**src/sv/bfkn_pkg.sv**
```systemverilog
// Package: shared constants, types and state codes for the k-nearest search block.
package bfkn_pkg;

	localparam int MAX_POINTS_DEF    = 1024;
	localparam int DIMS_DEF          = 4;
	localparam int MAX_NEIGHBORS_DEF = 16;
	localparam int COORD_BITS_DEF    = 16;

	localparam int IDX_W   = 10;
	localparam int RANK_W  = 4;
	localparam int DIST_W  = 34;
	localparam int NCNT_W  = 5;
	localparam int PCNT_W  = 11;
	localparam int CFG_IDX_W = 1;
	localparam int CFG_DATA_W = 32;

	localparam logic [CFG_IDX_W-1:0] REG_NEIGHBOR_COUNT = 1'd0;
	localparam logic [CFG_IDX_W-1:0] REG_POINT_COUNT    = 1'd1;

	localparam logic MODE_STORE = 1'b0;
	localparam logic MODE_QUERY = 1'b1;

	typedef enum logic [1:0] {
		ST_IDLE,
		ST_SCAN,
		ST_DRAIN,
		ST_EMIT
	} state_t;

	// Control from the sequencer to the candidate list.
	typedef struct packed {
		logic clear;
		logic offer;
	} list_ctrl_t;

endpackage

```
**src/sv/bfkn_best_list.sv**
```systemverilog
// Sorted candidate list: insertion of one offered distance per cycle.
module bfkn_best_list #(
	parameter int MAX_NEIGHBORS = 16,
	parameter int IW = 10,
	parameter int DW = 34
) (
	input  logic                          clk,
	input  logic                          arst_n,
	input  bfkn_pkg::list_ctrl_t          ctrl,
	input  logic [$clog2(MAX_NEIGHBORS+1)-1:0] k,
	input  logic [DW-1:0]                 cand_dist,
	input  logic [IW-1:0]                 idx,
	input  logic [$clog2(MAX_NEIGHBORS)-1:0] rd_sel,
	output logic [DW-1:0]                 rd_dist,
	output logic [IW-1:0]                 rd_idx,
	output logic [$clog2(MAX_NEIGHBORS+1)-1:0] fill
);
	import bfkn_pkg::*;
	localparam int FW = $clog2(MAX_NEIGHBORS+1);

	logic [DW-1:0] dist_q [MAX_NEIGHBORS];
	logic [IW-1:0] idx_q  [MAX_NEIGHBORS];
	logic [FW-1:0] fill_q;
	logic [MAX_NEIGHBORS-1:0] occ, gt;

	// Per slot: valid and strictly farther than the new distance
	always_comb begin
		for (int j = 0; j < MAX_NEIGHBORS; j++) begin
			occ[j] = FW'(j) < fill_q;
			gt[j]  = occ[j] && (dist_q[j] > cand_dist);
		end
	end

	// Shift farther entries down one place, insert at the first of them, or append when none is farther and there is room
	always_ff @(posedge clk) begin
		if (ctrl.offer) begin
			for (int j = 0; j < MAX_NEIGHBORS; j++) begin
				if (FW'(j) < k) begin
					if (j > 0 && gt[j-1]) begin
						dist_q[j] <= dist_q[j-1];
						idx_q[j]  <= idx_q[j-1];
					end else if (gt[j] || (!occ[j] && (j == 0 || occ[j-1]))) begin
						dist_q[j] <= cand_dist;
						idx_q[j]  <= idx;
					end
				end
			end
		end
	end

	always_ff @(posedge clk or negedge arst_n) begin
		if (!arst_n) begin
			fill_q <= '0;
		end else if (ctrl.clear) begin
			fill_q <= '0;
		end else if (ctrl.offer && fill_q < k) begin
			fill_q <= fill_q + 1'b1;
		end
	end

	assign rd_dist = dist_q[rd_sel];
	assign rd_idx  = idx_q[rd_sel];
	assign fill    = fill_q;

	fill_bound: assert property (@(posedge clk) disable iff (!arst_n)
		fill_q <= FW'(MAX_NEIGHBORS))
		else $error("candidate fill beyond list depth");
	fill_step: assert property (@(posedge clk) disable iff (!arst_n)
		!ctrl.clear && !ctrl.offer |=> fill_q == $past(fill_q))
		else $error("fill changed without offer");
	clear_empty: assert property (@(posedge clk) disable iff (!arst_n)
		ctrl.clear |=> fill_q == '0)
		else $error("clear did not empty list");
endmodule

```
**config.mk**
```make
export PLATFORM = sky130hd
export DESIGN_NAME = bfkn_best_list
export DESIGN_NICKNAME = d
export VERILOG_FILES = /design/src/sv/bfkn_pkg.sv /design/src/sv/bfkn_best_list.sv
export SDC_FILE = /design/constraint.sdc
export NUM_CORES = 2
export LEC_CHECK = 0
export BUFFER_PORTS_ARGS = -buffer_cell sky130_fd_sc_hd__buf_2
export CAP_MARGIN = 10
export CORE_AREA = 4 4 337 339
export DETAILED_ROUTE_END_ITERATION = 6
export DIE_AREA = 0 0 341 343
export REMOVE_ABC_BUFFERS = 1
export SYNTH_ARGS = -nofsm -noshare
export SYNTH_HDL_FRONTEND = slang
export SYNTH_SLANG_ARGS = --single-unit
```
**constraint.sdc**
```tcl
create_clock -name clk -period 6.7 [get_ports clk]
set_clock_uncertainty 0.15 [all_clocks]
set_input_delay 1.675 -clock clk [delete_from_list [all_inputs] [get_ports clk]]
set_output_delay 1.675 -clock clk [all_outputs]
set_load 0.005 [all_outputs]
```
==> flow_metrics.env <==
export IMPL_status="finished with violations"
export IMPL_failed_checks="design-rule violations"
export IMPL_antenna_found_initial=7
export IMPL_hold_path_startpoint="idx_q[8][2]$_DFFE_PP_"
export IMPL_holdWs_ps=412
export IMPL_max_cap_violations=0
export IMPL_core_mm2=0.110
export IMPL_yosysMostFrequentCell="edfxtp_1"
export IMPL_place_gp_congestion=0.974
export IMPL_cts_buffer_depth=3
export IMPL_worstPathRequired_ps=6970
export IMPL_synth_seq_cells=709
export IMPL_start_kind="primary input"
export IMPL_fin_nets=4158
export IMPL_vias=32400
export IMPL_cts_root_buf="clkbuf_16"
export IMPL_drt_first_pass_iters=7
export IMPL_clkSinkCount=709
export IMPL_cts_htree_levels=3
export IMPL_ctsResizeCount=0
export IMPL_slew_headroom=0.200
export IMPL_critPathMaxFanout=17
export IMPL_r2r_cells=9
export IMPL_grt_pass1_wl_um=230000
export IMPL_cpMaxStageDelayCell="or4_1"
export IMPL_hpwl_um=116000
export IMPL_critical_path_class="primary input to flop"
export IMPL_synthArstFlopShare=0.00705
export IMPL_netlist_instances=3388
export IMPL_path_cells="buf_2, inv_1, buf_4, ha_1, nand4_1, or4_1, nor4_1, a211o_1, o21ai_2, a211oi_4, buf_4, mux2_2"
export IMPL_nFillCells=9642
export IMPL_finalPower_mw=10.8
export IMPL_r2r_setup_slack_ps=2080
export IMPL_hold_end="idx_q[9][2]$_DFFE_PP_"
export IMPL_place_inst=4954
export IMPL_min_period_ps=5960
export IMPL_overflow=0
export IMPL_cp_arrival_ps=6230
export IMPL_finalSetupViolCount=0
export IMPL_synthDominantCellAreaShare=0.447
export IMPL_synth_warnings=0
export IMPL_min_path_cells=1
export IMPL_synthTopCellsByArea="edfxtp_1 45%, mux2_2 15%, ha_1 15%"
export IMPL_rsz0062_at_grt="false"
export IMPL_path_common_cell="buf_4"
export IMPL_max_freq_ghz=0.168
export IMPL_worst_setup_path_end_kind="flop"
export IMPL_grt_pass1_vias=31600
export IMPL_clkLatencyLatePin_ps=680
export IMPL_period_share=0.889
export IMPL_drtIter0Drc=3500
export IMPL_worst_path_buf_inv=4
export IMPL_p_per_area_mw_per_mm2=203
export IMPL_vias_per_cell=6.35
export IMPL_ir_worst_vdd_mv=0.207
export IMPL_drc=1
export IMPL_syn_area_per_cell_um2=14.0
export IMPL_track_usage=0.270
export IMPL_synth_edf_count=704
export IMPL_yosysSeqAreaShare=0.450
export IMPL_drt_total_wl_um=160000
export IMPL_grt_max_degree=45
export IMPL_synth_cell_types=69
export IMPL_yosys_top_cells_count="704 x edfxtp_1, 628 x mux2_2, 549 x ha_1, 255 x a21oi_1, 220 x mux4_2"
export IMPL_post_cts_buffers=0
export IMPL_cp_top_family="simple AND/OR/NAND/NOR gates"
export IMPL_ys_flop_type="edfxtp_1"
export IMPL_r2r_end="idx_q[7][2]$_DFFE_PP_"
export IMPL_worstHoldPathType="flop to flop"
export IMPL_initial_core_util=0.428
export IMPL_cts_buffers=84
export IMPL_power_leakage_nw=19.5
export IMPL_antenna_left=0
export IMPL_wl_per_cell_um=31.3
export IMPL_cts_tree="built"
export IMPL_fp_dieH_um=343
export IMPL_worst_slew_pin_slew_ps=1180
export IMPL_setup_tns_ps=0
export IMPL_fp_row_count=122
export IMPL_r2r_start="dist_q[7][29]$_DFFE_PP_"
export IMPL_stdcell_count=5108
export IMPL_buffer_ports_inserted=105
export IMPL_path_clk_slew_ps=60
export IMPL_drive_gt1_frac=0.349
export IMPL_final_core_util=0.484
export IMPL_synth_top_area_cell="edfxtp_1"
export IMPL_postCtsHoldBufs=0
export IMPL_fp_dieW_um=341
export IMPL_critical_path_max_stage_delay_ps=780
export IMPL_syn_area_mm2=0.0473
export IMPL_drv_slew=0
export IMPL_die_area_mm2=0.117
export IMPL_final_hold_viol_count=0
export IMPL_syn_to_final_growth_pct=13.0
export IMPL_io_pin_count=106
logic make-up (layout without fill, tap and decap cells):
family | Yosys count | in the layout | synth area share
compound gates | 503 | 503 | 0.0656
mux | 881 | 881 | 0.262
other cells | 0 | 3 | 0
xor+xnor | 4 | 4 | 0.000741
buf+inv | 261 | 490 | 0.0244
flops | 709 | 709 | 0.450
fa+ha+maj | 549 | 549 | 0.145
simple gates | 481 | 481 | 0.0517
state kept, by name, summed over array words and instances, names as in the netlist:
name,flops
fill,5
dist_q,544
idx_q,160
power breakdown:
part	total [mW]	internal, mW	switching (mW)	leakage [nW]
Combinational	1.27	0.508	0.759	11.8
Sequential	4.98	4.92	0.0593	6.44
Clock	4.60	2.62	1.98	1.31
Total	10.8	8.04	2.80	19.5
how the worst max path moves through the flow:
stage                              end  slack [ps]  depth (start not counted)     startpoint
2_1_floorplan  dist_q[12][0]$_DFFE_PP_       -1990                          9  cand_dist[21]
3_3_place_gp     idx_q[7][7]$_DFFE_PP_         230                         12  cand_dist[29]
3_5_place_dp     idx_q[7][2]$_DFFE_PP_         210                         12  cand_dist[29]
4_1_cts          idx_q[7][2]$_DFFE_PP_         910                         12  cand_dist[29]
5_1_grt          idx_q[7][7]$_DFFE_PP_         750                         12  cand_dist[29]
6_report         idx_q[7][2]$_DFFE_PP_         740                         12  cand_dist[29]
placed cells by master, fill, tap and decap left out, drive strengths merged, types with 17 or more instances in the layout:
| master | instances |
|---|---|
| mux2 | 660 |
| a221oi | 18 |
| nand2 | 151 |
| o21ai | 92 |
| buf | 243 |
| edfxtp | 704 |
| nor3 | 29 |
| a211oi | 17 |
| nand3 | 58 |
| nand4 | 120 |
| nor4 | 23 |
| clkbuf | 106 |
| ha | 549 |
| clkinv | 35 |
| inv | 97 |
| a21o | 28 |
| a21oi | 255 |
| nor2 | 45 |
| mux4 | 220 |
metrics by stage:
stage               cell area, µm²  worst slack [ps]
floorplan                    46500             -1990
global placement             50700               233
detailed placement           50700               212
CTS                          53400               913
global route                 53400               753
finish                       53400               743
routing by layer:
metal	up-vias	routed length, µm	share of wire	global-route usage
met5	-	23	0.00014	0
met3	294	13700	0.085	0.0509
met4	4	7350	0.046	0.108
met1	16600	69300	0.43	0.388
li1	14100	-	-	-
met2	1435	69700	0.44	0.404
layout make-up:
class                           instances  area [µm²]  share of cell area
Multi-Input combinational cell       2418       25100               0.471
Sequential cell                       709       21300               0.398
Clock buffer                          105        2200              0.0412
Timing Repair Buffer                  244        2090              0.0392
Tap cell                             1488        1860              0.0349
Clock inverter                         46         478             0.00895
Inverter                               95         357             0.00668
Antenna cell                            3        7.51            0.000141
(Power assumes the default switching activity.)
