===== src/sv/bfkn_dist_lane.sv =====
// Distance lane: squared difference of one coordinate, two pipeline stages.
module bfkn_dist_lane #(
	parameter int COORD_BITS = 16
) (
	input  logic                        clk,
	input  logic signed [COORD_BITS-1:0] stored,
	input  logic signed [COORD_BITS-1:0] query,
	output logic [2*COORD_BITS-1:0]      sq
);
	logic [COORD_BITS:0] mag_s1;
	logic signed [COORD_BITS:0] diff;

	// Take magnitude of the difference
	always_comb begin
		diff = {stored[COORD_BITS-1], stored} - {query[COORD_BITS-1], query};
	end

	always_ff @(posedge clk) begin
		mag_s1 <= diff[COORD_BITS] ? (COORD_BITS+1)'(-diff) : diff;
	end

	// Square the magnitude
	always_ff @(posedge clk) begin
		sq <= (2*COORD_BITS)'(mag_s1 * mag_s1);
	end
endmodule


===== config.mk =====
export PLATFORM = sky130hd
export DESIGN_NAME = bfkn_dist_lane
export DESIGN_NICKNAME = d
export VERILOG_FILES = /design/src/sv/bfkn_dist_lane.sv
export SDC_FILE = /design/constraint.sdc
export NUM_CORES = 1
export LEC_CHECK = 0
export BUFFER_PORTS_ARGS = -buffer_cell sky130_fd_sc_hd__buf_2
export CAP_MARGIN = 15
export CORE_MARGIN = 2
export CORE_UTILIZATION = 50
export DETAILED_ROUTE_END_ITERATION = 8
export HOLD_SLACK_MARGIN = 0.15
export PLACE_DENSITY = 0.68
export SLEW_MARGIN = 20
export SYNTH_ARGS = -nofsm -noshare
export SYNTH_HDL_FRONTEND = slang
export SYNTH_SLANG_ARGS = --single-unit

===== constraint.sdc =====
create_clock -name clk -period 6.4 [get_ports clk]
set_input_delay 0 -clock clk [delete_from_list [all_inputs] [get_ports clk]]
set_output_delay 0 -clock clk [all_outputs]
set_load 0.01 [all_outputs]

==> flow_summary.yaml, run 1 <==
outcome:
  status: "finished clean"
place:
  dp_hpwl_mm: 17.6
  portBuffers: 63
  gp_congestion: 0.873
cells_and_area:
  layout_common_cells: "311 x inv_1, 191 x fa_1, 118 x ha_1"
  diodes: 0
  register_area_sq_um: 968
  fillCellCount: 1833
  multi_input_area_sq_um: 8070
  nNetsFinal: 1572
  area_growth_pct: 9.44
  layout-drive-gt1-share: 0.101
  finalCoreUtilization: 0.558
  layout_commonest_cell: "inv_1"
routing:
  route.detailed.drc: 0
  ant_nets: 0
  routedWlPerCell_um: 13.6
  drt_wl_total_mm: 20.4
  num_vias: 7481
  via_per_inst: 4.98
  drt_first_pass_iters: 5
  drtIter0Drc: 303
sta:
  finalSetupViolCount: 0
  min_period_ns: 6.00
  finalSetupTns_ns: 0
  fin_skew_ns: 0.00928
  worstMarginPinSlew_ns: 0.783
  post-route-period-util: 0.937
  slew_headroom: 0.473
  rsz0062_at_grt: "no"
  hold_viol_final: 0
  max_freq_mhz: 167
  maxSlewViolCount: 0
yosys:
  ys.flop_type: "dfxtp_1"
  synth.ff_latch_count: 48
  syn_inst: 1155
  netlist.top_cell.by_area: "fa_1"
  syn_nets: 1497
  yosysUniqueCellTypes: 63
  synth_top_area_share: 0.371
  synth_async_sr_flop_share: 0
  synth_edf_count: 0
  netlist_area_sq_um: 10300
  syn_area_per_cell_sq_um: 8.93
  ys_top_cells_by_area: "fa_1 37%, ha_1 14%, inv_1 11%"
  ys_seq_area_frac: 0.0931
  yosysWarnings: 0
clock_network:
  postCtsSetupRepairBufs: 0
  clk_latency_ns: 0.31
  clockBufferDepth: 2
  cts_max_level: 2
  ctsRootBufferMaster: "clkbuf_16"
  clk_pin_slew_ns: 0.08
  cts_tree: "built"
  cts.sink_count: 48
  cts_inserted_buffers: 5
die:
  core_area_sq_um: 20200
  num_rows: 52
  die_area_sq_um: 21800
  fp.dieW_um: 148
  initial_core_util: 0.510
  die_y_um: 148
  ios: 65
critical_path:
  r2r_slack_ns: 0.40
  crit_path_start_kind: "register"
  path_max_fanout: 10
  required_ns: 6.57
  end_kind: "register"
  worstPathArrival_ns: 6.17
  worstSetupPathType: "reg -> reg"
global_routing:
  grt_max_degree: 17
  grt_pass1_vias: 7569
  antenna_found_initial: 0
  grt.total_usage: 0.201
  overflow: 0
  grt_pass1_wl_mm: 35.3
run:
  maxCapViolations: 0
hold_path:
  hp-class: "in -> reg"
## worst max-delay path: stages (launching register included)
cell	delay [ns]
dfxtp_1	0.60
nand2_1	0.19
fa_1	0.52
fa_1	0.56
inv_1	0.06
fa_1	0.48
fa_1	0.50
fa_1	0.49
inv_1	0.05
fa_1	0.47
inv_1	0.04
ha_1	0.38
nand2_1	0.09
nor3_1	0.21
o211ai_1	0.18
or2_1	0.25
a31oi_1	0.24
buf_4	0.18
nor2_1	0.07
a21oi_1	0.20
o211ai_1	0.12
## synth_stat cells, drive strengths merged, types with 2 or more instances
| master | instances |
|---|---|
| fa | 191 |
| mux2 | 2 |
| nand3b | 2 |
| o21a | 13 |
| buf | 3 |
| nor2b | 11 |
| o21bai | 3 |
| mux2i | 2 |
| a211o | 2 |
| xor2 | 19 |
| dfxtp | 48 |
| ha | 118 |
| nor4b | 2 |
| o211ai | 6 |
| or3 | 5 |
| a31oi | 8 |
| o21ai | 17 |
| nand3 | 12 |
| or2 | 8 |
| xnor2 | 32 |
| and2 | 54 |
| nand2b | 10 |
| nor2 | 42 |
| nand4 | 4 |
| and3 | 4 |
| a211oi | 2 |
| inv | 313 |
| nor4 | 4 |
| nor3 | 20 |
| a21o | 10 |
| a31o | 2 |
| clkbuf | 22 |
| a21oi | 41 |
| o311ai | 5 |
| a221oi | 2 |
| nand2 | 96 |
| or4 | 2 |
| o31a | 3 |
## final cells by class
type,count,area share
Tap cell,270,0.0299
Sequential cell,48,0.0857
Clock buffer,5,0.0111
Inverter,313,0.104
Clock inverter,3,0.00609
Timing Repair Buffer,93,0.0485
Multi-Input combinational cell,769,0.715
## repair_timing
item | CTS | global route
hold buffers | 3 | 0
gates resized for setup | 0 | 6
endpoints found under the hold margin | 2 | 0
endpoints found under the setup margin | 0 | 5
## metal layers
| layer | GRT usage | vias to the layer above | wire length [um] |
|---|---|---|---|
| met5 | 0 | - | 0 |
| met3 | 0.0253 | 17 | 751 |
| met1 | 0.268 | 3678 | 9200 |
| met2 | 0.350 | 121 | 10100 |
| li1 | - | 3665 | - |
| met4 | 0.0452 | 0 | 346 |
## state kept, by name (all words and copies together), names as in the netlist
register  count
sq           31
mag_s1       17
## path summary, 6_finish.rpt
check,end,depth (start not counted),startpoint
setup reg to reg,sq[31]$_DFF_P_,20,mag_s1[3]$_DFF_P_
setup / recovery,sq[31]$_DFF_P_,20,mag_s1[3]$_DFF_P_
hold / removal,mag_s1[1]$_DFF_P_,4,query[1]
hold reg to reg,sq[0]$_DFF_P_,1,mag_s1[0]$_DFF_P_
## through the flow
stage               hold WS, ns  std cells  worst slack, ns  area (sq um)
floorplan                 0.219       1155            0.506         10300
global placement          0.355       1490            0.394         11100
detailed placement        0.352       1490            0.275         11100
CTS                       0.231       1501            0.287         11300
global route              0.276       1501           0.0162         11300
finish                    0.226       1501            0.401         11300
## cells by family (layout without fill, tap and decap cells)
family / after synthesis / after routing / synth area share
and+or+nand+nor: 281 / 281 / 0.137
buffers and inverters: 338 / 414 / 0.125
AOI/OAI and AO/OA: 123 / 123 / 0.0826
DFF: 48 / 48 / 0.0931
xor gates and xnor gates: 51 / 51 / 0.0440
adders and majority gates: 309 / 309 / 0.514
muxes: 4 / 4 / 0.00412
other: 1 / 1 / 0.000363
Power of run 1 is left out: the tool's default activity adds up to more than one toggle a clock period on the data nets, which glitch-free logic cannot reach.
==> inputs of run 2 (changes only) <==
- RECOVER_POWER: default -> 50
==> run 2 against run 1 <==
- routed wire length shrank 0.14%
- flip-flop and latch count unchanged
- cell area decreased by 0.59%
- core utilization is 0.33 points lower
- worst setup slack lost 0.024 ns
- clock skew about the same
- via count grew 0.13%
- final cell count did not move
==> flow_summary.yaml, run 2 (same netlist as run 1, synthesis figures left out) <==
cells_and_area:
  largest_registers: "sq (31), mag_s1 (17)"
  area_growth_pct: 8.80
  top_register: "sq"
  diodes: 0
  layout_common_cells: "311 x inv_1, 191 x fa_1, 118 x ha_1"
  largest_register_ffs: 31
  layout-drive-gt1-share: 0.0723
  nNetsFinal: 1572
  finalCoreUtilization: 0.555
  layout_commonest_cell: "inv_1"
sta:
  worstMarginPinSlew_ns: 1.29
  min_period_ns: 6.02
  whs_ns: 0.228
  finalSetupViolCount: 0
  slew_headroom: 0.140
  rsz0062_at_grt: "no"
  finalSetupTns_ns: 0
  fin_skew_ns: 0.00896
  fin_ws_ns: 0.376
  max_freq_mhz: 166
  maxSlewViolCount: 0
  post-route-period-util: 0.941
  hold_viol_final: 0
outcome:
  status: "finished clean"
clock_network:
  clk_latency_ns: 0.31
  cts_inserted_buffers: 5
  cts.sink_count: 48
  cts_max_level: 2
  clockBufferDepth: 2
  cts_tree: "built"
  ctsRootBufferMaster: "clkbuf_16"
  clk_pin_slew_ns: 0.08
die:
  core_area_sq_um: 20200
  die_area_sq_um: 21800
  die_y_um: 148
  fp.dieW_um: 148
  ios: 65
  initial_core_util: 0.510
  num_rows: 52
global_routing:
  grt.total_usage: 0.201
  antenna_found_initial: 0
  grt_max_degree: 17
  overflow: 0
  grt_pass1_vias: 7569
  grt_pass1_wl_mm: 35.3
hold_path:
  hp-class: "in -> reg"
place:
  portBuffers: 63
  dp_worst_setup_slack_ns: 0.275
  dp_hpwl_mm: 17.6
  gp_congestion: 0.873
routing:
  drt_first_pass_iters: 5
  ant_nets: 0
  via_per_inst: 4.99
  drtIter0Drc: 325
  num_vias: 7491
  route.detailed.drc: 0
  routedWlPerCell_um: 13.6
  drt_wl_total_mm: 20.3
critical_path:
  worstPathArrival_ns: 6.22
  end_kind: "register"
  crit_path_start_kind: "register"
  required_ns: 6.60
  r2r_slack_ns: 0.38
  path_max_fanout: 16
  worstSetupPathType: "reg -> reg"
run:
  maxCapViolations: 0
[run 2: path summary, 6_finish.rpt]
path	start	endpoint	depth (start not counted)
setup / recovery	mag_s1[0]$_DFF_P_	sq[18]$_DFF_P_	20
hold / removal	query[1]	mag_s1[1]$_DFF_P_	4
setup reg to reg	mag_s1[0]$_DFF_P_	sq[18]$_DFF_P_	20
hold reg to reg	mag_s1[1]$_DFF_P_	sq[2]$_DFF_P_	2
[run 2: metrics by stage]
stage	cells	area, sq um
2_1_floorplan	1155	10300
3_3_place_gp	1490	11100
3_5_place_dp	1490	11100
4_1_cts	1501	11300
5_1_grt	1501	11200
6_report	1501	11200
[run 2: cell type report]
| type | count | area, sq um |
|---|---|---|
| Clock buffer | 5 | 125 |
| Clock inverter | 3 | 68.8 |
| Fill cell | 1850 | 9010 |
| Inverter | 313 | 1170 |
| Multi-Input combinational cell | 769 | 8050 |
| Sequential cell | 48 | 968 |
| Tap cell | 270 | 338 |
| Timing Repair Buffer | 93 | 505 |
[run 2: routing by layer]
metal  wire, um  GRT usage  vias up  part of all wire
met5          0          0        -                 0
met4        346     0.0452        0             0.017
met3        820     0.0253       17             0.040
met2      10100      0.350      132              0.50
met1       9090      0.268     3677              0.45
li1           -          -     3665                 -
[run 2: timing repair]
action	4_1_cts	5_1_grt
hold endpoints to repair	2	0
buffers inserted	0	0
hold buffers	3	0
endpoints found under the setup margin	0	5
gates resized for setup	0	6
[run 2: critical path: stages, from the launching register on]
cell	delay, ns
dfxtp_1	0.41
clkbuf_1	0.57
and2_1	0.29
inv_1	0.08
fa_1	0.36
inv_1	0.10
fa_1	0.42
ha_1	0.21
fa_1	0.48
inv_1	0.05
fa_1	0.48
fa_1	0.48
inv_1	0.04
ha_1	0.31
nand2_1	0.13
a21oi_1	0.09
o21bai_1	0.51
a21oi_1	0.19
o21a_1	0.25
o21a_1	0.19
o311ai_1	0.29
Power of run 2 is left out for the same reason.
==> inputs of run 3 (changes only) <==
- CELL_PAD_IN_SITES_DETAIL_PLACEMENT: default -> 2
- CELL_PAD_IN_SITES_GLOBAL_PLACEMENT: default -> 2
- CORE_UTILIZATION: 50 -> 40
- PLACE_DENSITY: 0.68 -> default
- PLACE_DENSITY_LB_ADDON: default -> 0.1
==> run 3 against run 2 <==
- global-route usage up 2.8 points
- worst hold slack worse by 0.072 ns
- register-to-register slack worse by 0.08 ns
- maximum frequency down 1.3%
- clock skew up 0.0077 ns
- final cell count up 4.3%
- routed wire length up 40%
- critical endpoint is now sq[25]$_DFF_P_
- largest cell class unchanged
==> flow_summary.yaml, run 3 (same netlist as run 1, synthesis figures left out) <==
clock_network:
  cts_inserted_buffers: 5
  clockBufferDepth: 2
  ctsRootBufferMaster: "clkbuf_16"
  cts_max_level: 2
  cts_tree: "built"
  clk_pin_slew_ns: 0.08
  cts.sink_count: 48
  postCtsSetupRepairBufs: 0
  clk_latency_ns: 0.31
critical_path:
  worstSetupPathType: "reg -> reg"
  required_ns: 6.63
  path_max_fanout: 13
  path_common_cell: "fa_1"
  worstPathArrival_ns: 6.33
  crit_path_top_delay_cell: "fa_1"
  crit_path_start_kind: "register"
  crit_path_cell_trace: "clkinvlp_4, nor2_2, fa_1, inv_1, fa_1, fa_1, inv_1, fa_1, fa_1, inv_1, fa_1, inv_1, ha_1, nand4_1, nor4_1, nor2_2, a31oi_1, buf_4, or3_1, a31oi_1, xnor2_1"
  slowest_delay_ns: 0.52
  end_kind: "register"
sta:
  max_freq_mhz: 164
  rsz0062_at_grt: "no"
  finalSetupViolCount: 0
  finalSetupTns_ns: 0
  fin_skew_ns: 0.0167
  maxSlewViolCount: 0
  worstMarginPinSlew_ns: 1.33
  post-route-period-util: 0.953
  hold_viol_final: 0
  min_period_ns: 6.10
  slew_headroom: 0.110
die:
  die_area_sq_um: 27100
  num_rows: 58
  initial_core_util: 0.409
  fp.dieW_um: 165
  core_area_sq_um: 25300
  die_y_um: 165
  ios: 65
cells_and_area:
  layout-drive-gt1-share: 0.0825
  fillCellCount: 2866
  layout_common_cells: "310 x inv_1, 191 x fa_1, 118 x ha_1"
  register_area_sq_um: 977
  layout_commonest_cell: "inv_1"
  finalCoreUtilization: 0.448
  diodes: 0
  top_register: "sq"
  largest_registers: "sq (31), mag_s1 (17)"
  multi_input_area_sq_um: 8050
  nNetsFinal: 1577
  largest_register_ffs: 31
  area_growth_pct: 9.53
routing:
  ant_nets: 0
  via_per_inst: 4.98
  drtIter0Drc: 262
  routedWlPerCell_um: 18.2
  drt_wl_total_mm: 28.5
  route.detailed.drc: 0
  drt_first_pass_iters: 4
  num_vias: 7805
run:
  maxCapViolations: 0
global_routing:
  grt_pass1_vias: 9216
  grt.total_usage: 0.229
  antenna_found_initial: 0
  grt_pass1_wl_mm: 47.6
  overflow: 0
  grt_max_degree: 18
hold_path:
  hp-class: "in -> reg"
place:
  portBuffers: 63
  gp_congestion: 0.844
  dp_hpwl_mm: 25.0
outcome:
  status: "finished clean"
-- run 3: changes by cell type in the layout (fill, tap and decap cells not counted), moves of 2 or more --
| cell | change |
|---|---|
| nor2_1 | -2 |
| nor2_2 | +2 |
| buf_4 | +7 |
| dfxtp_2 | +4 |
| bufinv_16 | -2 |
| dfxtp_1 | -5 |
-- run 3: layout make-up --
type | count | share of cell area
clock inverters | 1 | 0.000775
multi-input cells | 769 | 0.712
clock buffers | 7 | 0.0117
repair buffers | 98 | 0.0482
well taps | 330 | 0.0365
flip-flops and latches | 48 | 0.0865
inverters | 313 | 0.104
-- run 3: what timing repair did --
| item | 4_1_cts | 5_1_grt |
|---|---|---|
| hold endpoints to repair | 1 | 0 |
| hold buffers | 2 | 0 |
| resized for setup | 2 | 14 |
| endpoints found under the setup margin | 2 | 10 |
-- run 3: worst paths after layout --
kind	start	end	slack [ns]	cells past startpoint
setup / recovery	mag_s1[11]$_DFF_P_	sq[25]$_DFF_P_	0.30	21
hold / removal	stored[1]	mag_s1[1]$_DFF_P_	0.16	3
setup reg to reg	mag_s1[11]$_DFF_P_	sq[25]$_DFF_P_	0.30	21
hold reg to reg	mag_s1[0]$_DFF_P_	sq[0]$_DFF_P_	0.59	1
-- run 3: worst max-delay path: cells and delay by family (launching register included) --
family,cells,cell delay [ns]
AOI/OAI and AO/OA,2,0.35
adders and majority gates,7,3.18
buffers and inverters,6,0.70
DFF,1,0.50
xor gates and xnor gates,1,0.15
and+or+nand+nor,5,1.15
-- run 3: layer usage --
| metal | global-route usage | part of all wire | routed length, um | vias up |
|---|---|---|---|---|
| met3 | 0.0206 | 0.020 | 575 | 44 |
| met1 | 0.279 | 0.43 | 12400 | 4002 |
| met2 | 0.424 | 0.51 | 14600 | 88 |
| met4 | 0.0727 | 0.032 | 922 | 0 |
| met5 | 0 | 0 | 0 | - |
| li1 | - | - | - | 3671 |
-- run 3: stage by stage --
stage / hold slack, ns / cell area [sq um] / setup slack, ns / cells
4_1_cts: 0.168 / 11300 / 0.0419 / 1566
3_5_place_dp: 0.381 / 11200 / -0.0664 / 1556
5_1_grt: 0.186 / 11300 / 0.00405 / 1566
6_report: 0.156 / 11300 / 0.299 / 1566
2_1_floorplan: 0.219 / 10300 / 0.506 / 1155
3_3_place_gp: 0.369 / 11200 / -0.0321 / 1556
Power of run 3 is left out for the same reason.
